`config.mk`:
```
export PLATFORM = sky130hd
export DESIGN_NAME = utf8_to_cp437_transcoder_core
export DESIGN_NICKNAME = d
export VERILOG_FILES = /design/src/u2c_pkg.sv /design/src/utf8_to_cp437_transcoder_core.sv /design/src/u2c_front.sv /design/src/u2c_cmd_fifo.sv /design/src/u2c_back.sv
export SDC_FILE = /design/constraint.sdc
export NUM_CORES = 1
export LEC_CHECK = 0
export ABC_AREA = 1
export BUFFER_PORTS_ARGS = -buffer_cell sky130_fd_sc_hd__buf_2
export CAP_MARGIN = 20
export CORE_ASPECT_RATIO = 1.5
export CORE_MARGIN = 1
export CORE_UTILIZATION = 63
export CTS_BUF_LIST = sky130_fd_sc_hd__clkbuf_4 sky130_fd_sc_hd__clkbuf_8 sky130_fd_sc_hd__clkbuf_16
export CTS_CLUSTER_DIAMETER = 40
export DETAILED_ROUTE_END_ITERATION = 12
export GPL_TIMING_DRIVEN = 0
export HOLD_SLACK_MARGIN = 0.1
export PLACE_DENSITY_LB_ADDON = 0.08
export SLEW_MARGIN = 10
export SYNTH_ARGS = -nofsm -noshare
export SYNTH_HDL_FRONTEND = slang
export SYNTH_SLANG_ARGS = --single-unit
```
`constraint.sdc`:
```
create_clock -name i_clk -period 5.4 [get_ports i_clk]
set_input_delay 0.54 -clock i_clk [delete_from_list [all_inputs] [get_ports i_clk]]
set_output_delay 0.54 -clock i_clk [all_outputs]
set_load 0.1 [all_outputs]
```
`src/u2c_pkg.sv`:
```
// Shared types, constants and the CP437 glyph lookup for the UTF-8 to CP437 transcoder.
`timescale 1ns / 1ps
`default_nettype none

package u2c_pkg;

    localparam logic [7:0] GLYPH_ERROR   = 8'h3F;
    localparam logic [7:0] GLYPH_NEWLINE = 8'h24;
    localparam logic [7:0] ASCII_NEWLINE = 8'h0A;

    // One raw byte of UTF-8 text.
    typedef struct packed {
        logic [7:0] text_byte;
        logic       final_byte;
    } t_u2c_in;

    // One CP437 result.
    typedef struct packed {
        logic [7:0] glyph_code;
        logic       final_glyph;
    } t_u2c_out;

    // Work passed from the decoder to the emitter: a run of error glyphs,
    // optionally followed by the glyph of a decoded code point.
    typedef struct packed {
        logic [2:0]  err_count;
        logic        has_glyph;
        logic [20:0] codepoint;
        logic        fin;
    } t_u2c_cmd;

    // Maps a code point to a CP437 byte; newline gives GLYPH_NEWLINE, unmapped GLYPH_ERROR.
    function automatic logic [7:0] glyph_of(input logic [20:0] cp);
        logic [7:0] g;
        g = GLYPH_ERROR;
        if (cp == {13'd0, ASCII_NEWLINE}) begin
            g = GLYPH_NEWLINE;
        end else if (cp < 21'h80) begin
            g = cp[7:0];
        end else if (cp[20:16] == 5'd0) begin
            case (cp[15:0])
                16'h00C7: g = 8'h80;  16'h00FC: g = 8'h81;  16'h00E9: g = 8'h82;
                16'h00E2: g = 8'h83;  16'h00E4: g = 8'h84;  16'h00E0: g = 8'h85;
                16'h00E5: g = 8'h86;  16'h00E7: g = 8'h87;
                16'h00EA: g = 8'h88;  16'h00EB: g = 8'h89;  16'h00E8: g = 8'h8A;
                16'h00EF: g = 8'h8B;  16'h00EE: g = 8'h8C;  16'h00EC: g = 8'h8D;
                16'h00C4: g = 8'h8E;  16'h00C5: g = 8'h8F;
                16'h00C9: g = 8'h90;  16'h00E6: g = 8'h91;  16'h00C6: g = 8'h92;
                16'h00F4: g = 8'h93;  16'h00F6: g = 8'h94;  16'h00F2: g = 8'h95;
                16'h00FB: g = 8'h96;  16'h00F9: g = 8'h97;
                16'h00FF: g = 8'h98;  16'h00D6: g = 8'h99;  16'h00DC: g = 8'h9A;
                16'h00A2: g = 8'h9B;  16'h00A3: g = 8'h9C;  16'h00A5: g = 8'h9D;
                16'h20A7: g = 8'h9E;  16'h0192: g = 8'h9F;
                16'h00E1: g = 8'hA0;  16'h00ED: g = 8'hA1;  16'h00F3: g = 8'hA2;
                16'h00FA: g = 8'hA3;  16'h00F1: g = 8'hA4;  16'h00D1: g = 8'hA5;
                16'h00AA: g = 8'hA6;  16'h00BA: g = 8'hA7;
                16'h00BF: g = 8'hA8;  16'h2310: g = 8'hA9;  16'h00AC: g = 8'hAA;
                16'h00BD: g = 8'hAB;  16'h00BC: g = 8'hAC;  16'h00A1: g = 8'hAD;
                16'h00AB: g = 8'hAE;  16'h00BB: g = 8'hAF;
                16'h2591: g = 8'hB0;  16'h2592: g = 8'hB1;  16'h2593: g = 8'hB2;
                16'h2502: g = 8'hB3;  16'h2524: g = 8'hB4;  16'h2561: g = 8'hB5;
                16'h2562: g = 8'hB6;  16'h2556: g = 8'hB7;
                16'h2555: g = 8'hB8;  16'h2563: g = 8'hB9;  16'h2551: g = 8'hBA;
                16'h2557: g = 8'hBB;  16'h255D: g = 8'hBC;  16'h255C: g = 8'hBD;
                16'h255B: g = 8'hBE;  16'h2510: g = 8'hBF;
                16'h2514: g = 8'hC0;  16'h2534: g = 8'hC1;  16'h252C: g = 8'hC2;
                16'h251C: g = 8'hC3;  16'h2500: g = 8'hC4;  16'h253C: g = 8'hC5;
                16'h255E: g = 8'hC6;  16'h255F: g = 8'hC7;
                16'h255A: g = 8'hC8;  16'h2554: g = 8'hC9;  16'h2569: g = 8'hCA;
                16'h2566: g = 8'hCB;  16'h2560: g = 8'hCC;  16'h2550: g = 8'hCD;
                16'h256C: g = 8'hCE;  16'h2567: g = 8'hCF;
                16'h2568: g = 8'hD0;  16'h2564: g = 8'hD1;  16'h2565: g = 8'hD2;
                16'h2559: g = 8'hD3;  16'h2558: g = 8'hD4;  16'h2552: g = 8'hD5;
                16'h2553: g = 8'hD6;  16'h256B: g = 8'hD7;
                16'h256A: g = 8'hD8;  16'h2518: g = 8'hD9;  16'h250C: g = 8'hDA;
                16'h2588: g = 8'hDB;  16'h2584: g = 8'hDC;  16'h258C: g = 8'hDD;
                16'h2590: g = 8'hDE;  16'h2580: g = 8'hDF;
                16'h03B1: g = 8'hE0;  16'h00DF: g = 8'hE1;  16'h0393: g = 8'hE2;
                16'h03C0: g = 8'hE3;  16'h03A3: g = 8'hE4;  16'h03C3: g = 8'hE5;
                16'h00B5: g = 8'hE6;  16'h03C4: g = 8'hE7;
                16'h03A6: g = 8'hE8;  16'h0398: g = 8'hE9;  16'h03A9: g = 8'hEA;
                16'h03B4: g = 8'hEB;  16'h221E: g = 8'hEC;  16'h03C6: g = 8'hED;
                16'h03B5: g = 8'hEE;  16'h2229: g = 8'hEF;
                16'h2261: g = 8'hF0;  16'h00B1: g = 8'hF1;  16'h2265: g = 8'hF2;
                16'h2264: g = 8'hF3;  16'h2320: g = 8'hF4;  16'h2321: g = 8'hF5;
                16'h00F7: g = 8'hF6;  16'h2248: g = 8'hF7;
                16'h00B0: g = 8'hF8;  16'h2219: g = 8'hF9;  16'h00B7: g = 8'hFA;
                16'h221A: g = 8'hFB;  16'h207F: g = 8'hFC;  16'h00B2: g = 8'hFD;
                16'h25A0: g = 8'hFE;  16'h00A0: g = 8'hFF;
                default:  g = GLYPH_ERROR;
            endcase
        end
        return g;
    endfunction

endpackage

`default_nettype wire

```
`src/utf8_to_cp437_transcoder_core.sv`:
```
// Top level of the UTF-8 to CP437 transcoder.
//
// Input side is a queue write port: one UTF-8 byte with an end-of-text flag
// is taken on each clock edge where push is high and full is low. Result side
// is a queue read port: while empty is low the oldest CP437 glyph is on
// o_result, and it is taken on an edge where pop is high.
// Each byte gives zero to four glyphs. A decoded glyph or error passes
// through the command queue and the output register to o_result. While the
// receiver keeps popping, bytes are taken one per cycle as long as each
// yields at most one glyph, and the emitter gives one glyph per cycle, so a
// broken sequence with several errors holds the emitter, and the command
// queue of QUEUE_DEPTH entries absorbs the burst before full rises.
// Synchronous active-low reset clears any pending sequence, the command queue
// and the output register. When the receiver stalls, the output register
// holds its glyph, the queue fills and full then stops the input.
`timescale 1ns / 1ps
`default_nettype none

module utf8_to_cp437_transcoder_core #(
    parameter int QUEUE_DEPTH = 4
) (
    input  wire               i_clk,
    input  wire               i_rst_n,
    input  wire               push,
    output logic              full,
    input  u2c_pkg::t_u2c_in  i_item,
    output logic              empty,
    input  wire               pop,
    output u2c_pkg::t_u2c_out o_result
);

    logic              q_full;
    logic              q_empty;
    logic              accept;
    logic              cmd_valid;
    logic              cmd_pop;
    u2c_pkg::t_u2c_cmd cmd;
    u2c_pkg::t_u2c_cmd head;

    assign full   = q_full;
    assign accept = push && !q_full;

    u2c_front u_front (
        .i_clk       (i_clk),
        .i_rst_n     (i_rst_n),
        .i_accept    (accept),
        .i_item      (i_item),
        .o_cmd_valid (cmd_valid),
        .o_cmd       (cmd)
    );

    u2c_cmd_fifo #(
        .DEPTH (QUEUE_DEPTH)
    ) u_fifo (
        .i_clk     (i_clk),
        .i_rst_n   (i_rst_n),
        .i_wr      (cmd_valid),
        .i_wr_data (cmd),
        .o_full    (q_full),
        .i_rd      (cmd_pop),
        .o_empty   (q_empty),
        .o_head    (head)
    );

    u2c_back u_back (
        .i_clk       (i_clk),
        .i_rst_n     (i_rst_n),
        .i_cmd_empty (q_empty),
        .i_cmd       (head),
        .o_cmd_pop   (cmd_pop),
        .i_pop       (pop),
        .o_empty     (empty),
        .o_result    (o_result)
    );

endmodule

`default_nettype wire

```
`src/u2c_front.sv`:
```
// UTF-8 decoder front end: gathers sequences and issues emit commands.
`timescale 1ns / 1ps
`default_nettype none

module u2c_front (
    input  wire               i_clk,
    input  wire               i_rst_n,
    input  wire               i_accept,
    input  u2c_pkg::t_u2c_in  i_item,
    output logic              o_cmd_valid,
    output u2c_pkg::t_u2c_cmd o_cmd
);

    logic [20:0] r_cp,   n_cp;
    logic [2:0]  r_len,  n_len;
    logic [2:0]  r_gath, n_gath;

    logic [7:0]  b;
    logic        fin;
    logic        pending;
    logic [2:0]  gath_inc;
    logic [2:0]  err;
    u2c_pkg::t_u2c_cmd cmd;

    assign b        = i_item.text_byte;
    assign fin      = i_item.final_byte;
    assign pending  = (r_len != 3'd0);
    assign gath_inc = r_gath + 3'd1;

    always_comb begin
        n_cp   = r_cp;
        n_len  = r_len;
        n_gath = r_gath;
        err    = 3'd0;
        cmd    = '0;
        if (pending && (b[7:6] == 2'b10)) begin
            n_cp   = {r_cp[14:0], b[5:0]};
            n_gath = gath_inc;
            if (gath_inc >= r_len) begin
                cmd.has_glyph = 1'b1;
                cmd.codepoint = {r_cp[14:0], b[5:0]};
                n_cp   = '0;
                n_len  = 3'd0;
                n_gath = 3'd0;
            end else if (fin) begin
                // Truncated at end of text: one error per held byte, this one included.
                err    = gath_inc;
                n_cp   = '0;
                n_len  = 3'd0;
                n_gath = 3'd0;
            end
        end else begin
            // A broken sequence flushes its held bytes as errors before the
            // breaking byte is decoded on its own.
            err    = pending ? r_gath : 3'd0;
            n_cp   = '0;
            n_len  = 3'd0;
            n_gath = 3'd0;
            if (!b[7]) begin
                cmd.has_glyph = 1'b1;
                cmd.codepoint = {13'd0, b};
            end else if ((b[7:5] == 3'b110) || (b[7:4] == 4'b1110) ||
                         (b[7:3] == 5'b11110)) begin
                if (fin) begin
                    err = err + 3'd1;
                end else begin
                    n_gath = 3'd1;
                    if (b[7:5] == 3'b110) begin
                        n_len = 3'd2;
                        n_cp  = {16'd0, b[4:0]};
                    end else if (b[7:4] == 4'b1110) begin
                        n_len = 3'd3;
                        n_cp  = {17'd0, b[3:0]};
                    end else begin
                        n_len = 3'd4;
                        n_cp  = {18'd0, b[2:0]};
                    end
                end
            end else begin
                err = err + 3'd1;
            end
        end
        cmd.err_count = err;
        cmd.fin       = fin;
    end

    assign o_cmd       = cmd;
    assign o_cmd_valid = i_accept && ((err != 3'd0) || cmd.has_glyph);

    always_ff @(posedge i_clk) begin
        if (!i_rst_n) begin
            r_cp   <= '0;
            r_len  <= 3'd0;
            r_gath <= 3'd0;
        end else if (i_accept) begin
            r_cp   <= n_cp;
            r_len  <= n_len;
            r_gath <= n_gath;
        end
    end

`ifndef ASSERT_OFF
    a_gath_below_len: assert property (@(posedge i_clk) disable iff (!i_rst_n)
        (r_len != 3'd0) |-> ((r_gath != 3'd0) && (r_gath < r_len)))
        else $error("front: gathered count out of range for pending sequence");

    a_idle_clear: assert property (@(posedge i_clk) disable iff (!i_rst_n)
        (i_accept && i_item.final_byte) |=> ((r_len == 3'd0) && (r_gath == 3'd0)))
        else $error("front: sequence still pending after end of text");
`endif

endmodule

`default_nettype wire

```
`src/u2c_cmd_fifo.sv`:
```
// Short command queue between the decoder and the glyph emitter.
`timescale 1ns / 1ps
`default_nettype none

module u2c_cmd_fifo #(
    parameter int DEPTH = 4
) (
    input  wire               i_clk,
    input  wire               i_rst_n,
    input  wire               i_wr,
    input  u2c_pkg::t_u2c_cmd i_wr_data,
    output logic              o_full,
    input  wire               i_rd,
    output logic              o_empty,
    output u2c_pkg::t_u2c_cmd o_head
);

    localparam int PW = $clog2(DEPTH);
    localparam int CW = $clog2(DEPTH + 1);

    u2c_pkg::t_u2c_cmd r_mem [DEPTH];
    logic [PW-1:0] r_wr_ptr, r_rd_ptr;
    logic [CW-1:0] r_count;
    logic          wr_fire, rd_fire;

    assign o_full  = (r_count == CW'(DEPTH));
    assign o_empty = (r_count == '0);
    assign wr_fire = i_wr && !o_full;
    assign rd_fire = i_rd && !o_empty;
    assign o_head  = r_mem[r_rd_ptr];

    always_ff @(posedge i_clk) begin
        if (wr_fire) begin
            r_mem[r_wr_ptr] <= i_wr_data;
        end
    end

    always_ff @(posedge i_clk) begin
        if (!i_rst_n) begin
            r_wr_ptr <= '0;
            r_rd_ptr <= '0;
            r_count  <= '0;
        end else begin
            if (wr_fire) begin
                r_wr_ptr <= (r_wr_ptr == PW'(DEPTH - 1)) ? '0 : r_wr_ptr + PW'(1);
            end
            if (rd_fire) begin
                r_rd_ptr <= (r_rd_ptr == PW'(DEPTH - 1)) ? '0 : r_rd_ptr + PW'(1);
            end
            if (wr_fire && !rd_fire) begin
                r_count <= r_count + CW'(1);
            end else if (rd_fire && !wr_fire) begin
                r_count <= r_count - CW'(1);
            end
        end
    end

`ifndef ASSERT_OFF
    a_count_tracks: assert property (@(posedge i_clk) disable iff (!i_rst_n)
        (wr_fire && !rd_fire) |=> (r_count == $past(r_count) + CW'(1)))
        else $error("fifo: occupancy did not follow a write");
`endif

endmodule

`default_nettype wire

```
`src/u2c_back.sv`:
```
// Glyph emitter: expands each command into results and holds the output register.
`timescale 1ns / 1ps
`default_nettype none

module u2c_back (
    input  wire               i_clk,
    input  wire               i_rst_n,
    input  wire               i_cmd_empty,
    input  u2c_pkg::t_u2c_cmd i_cmd,
    output logic              o_cmd_pop,
    input  wire               i_pop,
    output logic              o_empty,
    output u2c_pkg::t_u2c_out o_result
);

    logic [2:0]          r_idx, n_idx;
    logic                r_valid, n_valid;
    u2c_pkg::t_u2c_out   r_out, n_out;

    logic [2:0] total;
    logic       last;
    logic       load;

    assign total = i_cmd.err_count + {2'd0, i_cmd.has_glyph};
    assign last  = ((r_idx + 3'd1) == total);
    // The output register takes a new request when it is empty or being drained.
    assign load  = !i_cmd_empty && (!r_valid || i_pop);

    assign o_cmd_pop = load && last;

    always_comb begin
        n_idx   = r_idx;
        n_valid = r_valid;
        n_out   = r_out;
        if (load) begin
            n_valid = 1'b1;
            n_idx   = last ? 3'd0 : r_idx + 3'd1;
            if (r_idx < i_cmd.err_count) begin
                n_out.glyph_code = u2c_pkg::GLYPH_ERROR;
            end else begin
                n_out.glyph_code = u2c_pkg::glyph_of(i_cmd.codepoint);
            end
            n_out.final_glyph = i_cmd.fin && last;
        end else if (i_pop) begin
            n_valid = 1'b0;
        end
    end

    always_ff @(posedge i_clk) begin
        if (!i_rst_n) begin
            r_idx   <= 3'd0;
            r_valid <= 1'b0;
        end else begin
            r_idx   <= n_idx;
            r_valid <= n_valid;
        end
    end

    always_ff @(posedge i_clk) begin
        r_out <= n_out;
    end

    assign o_empty  = !r_valid;
    assign o_result = r_out;

`ifndef ASSERT_OFF
    a_idx_in_cmd: assert property (@(posedge i_clk) disable iff (!i_rst_n)
        !i_cmd_empty |-> (r_idx < total))
        else $error("back: emit index beyond the command's result count");

    a_idx_restart: assert property (@(posedge i_clk) disable iff (!i_rst_n)
        o_cmd_pop |=> (r_idx == 3'd0))
        else $error("back: emit index not restarted after a command");
`endif

endmodule

`default_nettype wire

```
==> impl_metrics.tcl <==
set metrics [dict create \
    core-area_um2 13600 \
    dp.cells 1307 \
    arrival_ns 5.21 \
    finalHoldViolCount 0 \
    drt-pass1-iter-count 7 \
    cts_max_level 4 \
    grt_max_degree 27 \
    clk_transition_reported_paths_ns 0.07 \
    synth_top_area_share_pct 38.3 \
    final_area_um2 9800 \
    worst_slew_margin_rel_pct 36.9 \
    grt_pass1_wl_mm 50.4 \
    max-cap-violations 0 \
    ys.warnings.count 0 \
    synth-async-reset-ratio_pct 0 \
    tns_ns 0 \
    insertion_delay_ns 0.44 \
    numCtsBuffers 17 \
    wirelength_mm 33.0 \
    placed_cell_area_um2 9210 \
    synth_most_common_cell "nand2_1" \
    power.total_mw 5.98 \
    synth_top_cells_by_count "nand2_1 (351), nor2_1 (167), edfxtp_1 (113), inv_1 (77), nand3_1 (70)" \
    synthFlopType "edfxtp_1" \
    syn-num-nets 1152 \
    syn_inst 1123 \
    hpwl_mm 22.1 \
    crit_type "reg -> reg" \
    fin_skew_ns 0.0115 \
    peakVddDrop_uv 507 \
    dieArea_um2 14500 \
    grt_pass1_vias 8772 \
    leakagePower_nw 4.23 \
    cp.required_ns 5.77 \
    vias_per_cell 6.63 \
    wl_per_cell_um 24.6 \
    cts_tree "yes" \
    fin_crit_sh_pct 89.6 \
    rrSetupSlack_ns 0.56 \
    initial_core_util_pct 65.1 \
    grt.overflow.total 0 \
    crit_path_end_kind "flip-flop" \
    nNetsFinal 1195 \
    final_util_pct 72.1 \
    drive_gt1_share_pct 14.2 \
    first_iter_violations 1305 \
    fp.dieH_um 147 \
    r2r-start "u_front.r_gath[0]" \
    synth_enable_flop_cells 113 \
    finalNonFillerCells 1341 \
    antenna_cells 0 \
    start_kind "flip-flop" \
    cts-resized-gates 0 \
    finalWorstSetupSlack_ns 0.563 \
    place_congestion 1.04 \
    drc 0 \
    clk_path_buf_depth 2 \
    yosys.area.top_type "edfxtp_1" \
    synthTopCellsByArea "edfxtp_1 (38%), nand2_1 (15%), dfxtp_1 (7.7%)" \
    root_buffer "clkbuf_16" \
    die_w_um 98.8 \
    clock_sinks 147 \
    fin_crit_ns 4.84 \
    slew_violations 0 \
    final_antenna_net_count 0 \
    vias 8885 \
    synth_seq_area_share_pct 46.0 \
    synth-seq-cells 147 \
    num_rows 52 \
    cellPowerDensity_nw_per_um2 610 \
    fmax_mhz 207 \
    grt_usage_pct 48.0 \
    pre_cts_ws_ns 0.743 \
    hp-class "in -> reg" \
    antenna_found_initial 0 \
    setup-violations-final 0 \
    area_delta_synth_final_pct 10.6 \
    numPortBuffers 22 \
    rsz0062_at_grt "no" \
    whs_ns 0.379 \
    synth_area_per_cell_um2 7.89 \
    worstMarginPinSlew_ns 0.943 \
    io_pins 24 \
    reg2reg_to "u_fifo.r_count[2]" \
    cp-endpoint "u_fifo.r_count[2]" \
    rr_worst_depth 22 \
    ys_types 48 \
    crit_fanout 5 \
    crit_start "u_front.r_gath[0]" \
    synth.cell_area_um2 8860 \
    outcome "finished clean" \
    nFillCells 914 \
]
-- layout by cell type, fill, tap and decap left out, types with 3 or more instances in the layout --
cell type  count
nand3_2        4
a211oi_1      13
inv_2          5
nand2_4       15
o21ai_0       49
nand4_1       19
ha_1          15
a31oi_1        7
clkbuf_16     17
nor2_2        18
edfxtp_1     113
nand2_1      351
nor2_4        14
nand2_2       29
o21ai_1        7
clkbuf_1       8
o22ai_1        3
nor2_1       163
o211ai_1       5
inv_1         77
buf_6          9
dfxtp_1       34
nand3_1       70
buf_2         23
xnor2_1        4
a21oi_1       36
nor3_1        15
inv_6          6
nor4_1         4
inv_8          3
buf_4          8
inv_4          3
-- repair_timing --
item	4_1_cts	5_1_grt
hold buffers	0	0
endpoints found under the setup margin	0	1
setup buffers	0	2
-- layout make-up --
| class | count | area, um2 | share of cell area (%) |
|---|---|---|---|
| well taps | 162 | 203 | 2.07 |
| clock buffers | 18 | 433 | 4.42 |
| multi-input cells | 864 | 4290 | 43.8 |
| inverters | 86 | 330 | 3.37 |
| plain buffers | 26 | 200 | 2.04 |
| flip-flops and latches | 147 | 4070 | 41.6 |
| repair buffers | 24 | 125 | 1.28 |
| clock inverters | 14 | 144 | 1.47 |
-- worst min path at each step --
stage / from / endpoint / slack, ns / cells past startpoint
after floorplan: u_fifo.r_rd_ptr[1] / flip-flop / 0.44 / 2
after global placement: u_fifo.r_rd_ptr[1] / u_fifo.r_rd_ptr[1] / 0.46 / 2
after detailed placement: u_front.r_len[2] / u_front.r_len[2] / 0.48 / 2
after CTS: i_item[0] / u_fifo.r_mem[3][0] / 0.38 / 1
after global routing: i_item[0] / u_fifo.r_mem[3][0] / 0.39 / 1
final: i_item[0] / u_fifo.r_mem[2][0] / 0.38 / 1
-- worst max-delay path, cell delays in order, from the launching register on --
cell and delay (ns):
dfxtp_1 0.36, ha_1 0.24, xnor2_1 0.29, inv_1 0.13
ha_1 0.35, a21oi_1 0.17, o211ai_1 0.18, buf_4 0.19
nor3_1 0.41, nand2_1 0.13, o31ai_1 0.23, nor2_1 0.14
nand3b_1 0.23, nand2_1 0.31, inv_1 0.16, ha_1 0.15
inv_1 0.08, fa_1 0.45, nor2_1 0.15, nor2_1 0.07
nand2_1 0.09, o21ai_0 0.10, a21oi_1 0.16
-- power by group --
group	internal (mW)	switching (mW)
Combinational	0.780	2.51
Sequential	1.42	0.0832
Clock	0.656	0.536
Total	2.86	3.12
-- sequential cells by signal (all words and copies together) (netlist names), named ones only --
name,cells
u_fifo.r_rd_ptr,2
u_front.r_gath,3
u_front.r_len,3
u_back.r_idx,3
u_front.r_cp,15
u_fifo.r_wr_ptr,2
u_fifo.r_mem,104
u_back.r_valid,1
u_fifo.r_count,3
u_back.o_result,9
-- layer usage --
layer  track usage [%]  vias up  routed length [um]
met5              1.75        -                   0
met4              44.6        0                3800
met3              16.6      296                3570
met2              77.3      791               15600
met1              47.9     3954               10100
li1                  -     3844                   -
-- kinds of logic (layout without fill, tap and decap cells) --
logic type | Yosys count | count (layout) | share of synthesized area [%]
simple gates | 713 | 713 | 36.8
xor+xnor | 6 | 6 | 0.593
buf+inv | 112 | 168 | 5.99
flops | 147 | 147 | 46.0
fa+ha+maj | 16 | 16 | 2.34
compound gates | 129 | 129 | 8.28
No activity file was read; power rests on OpenSTA's default activity.
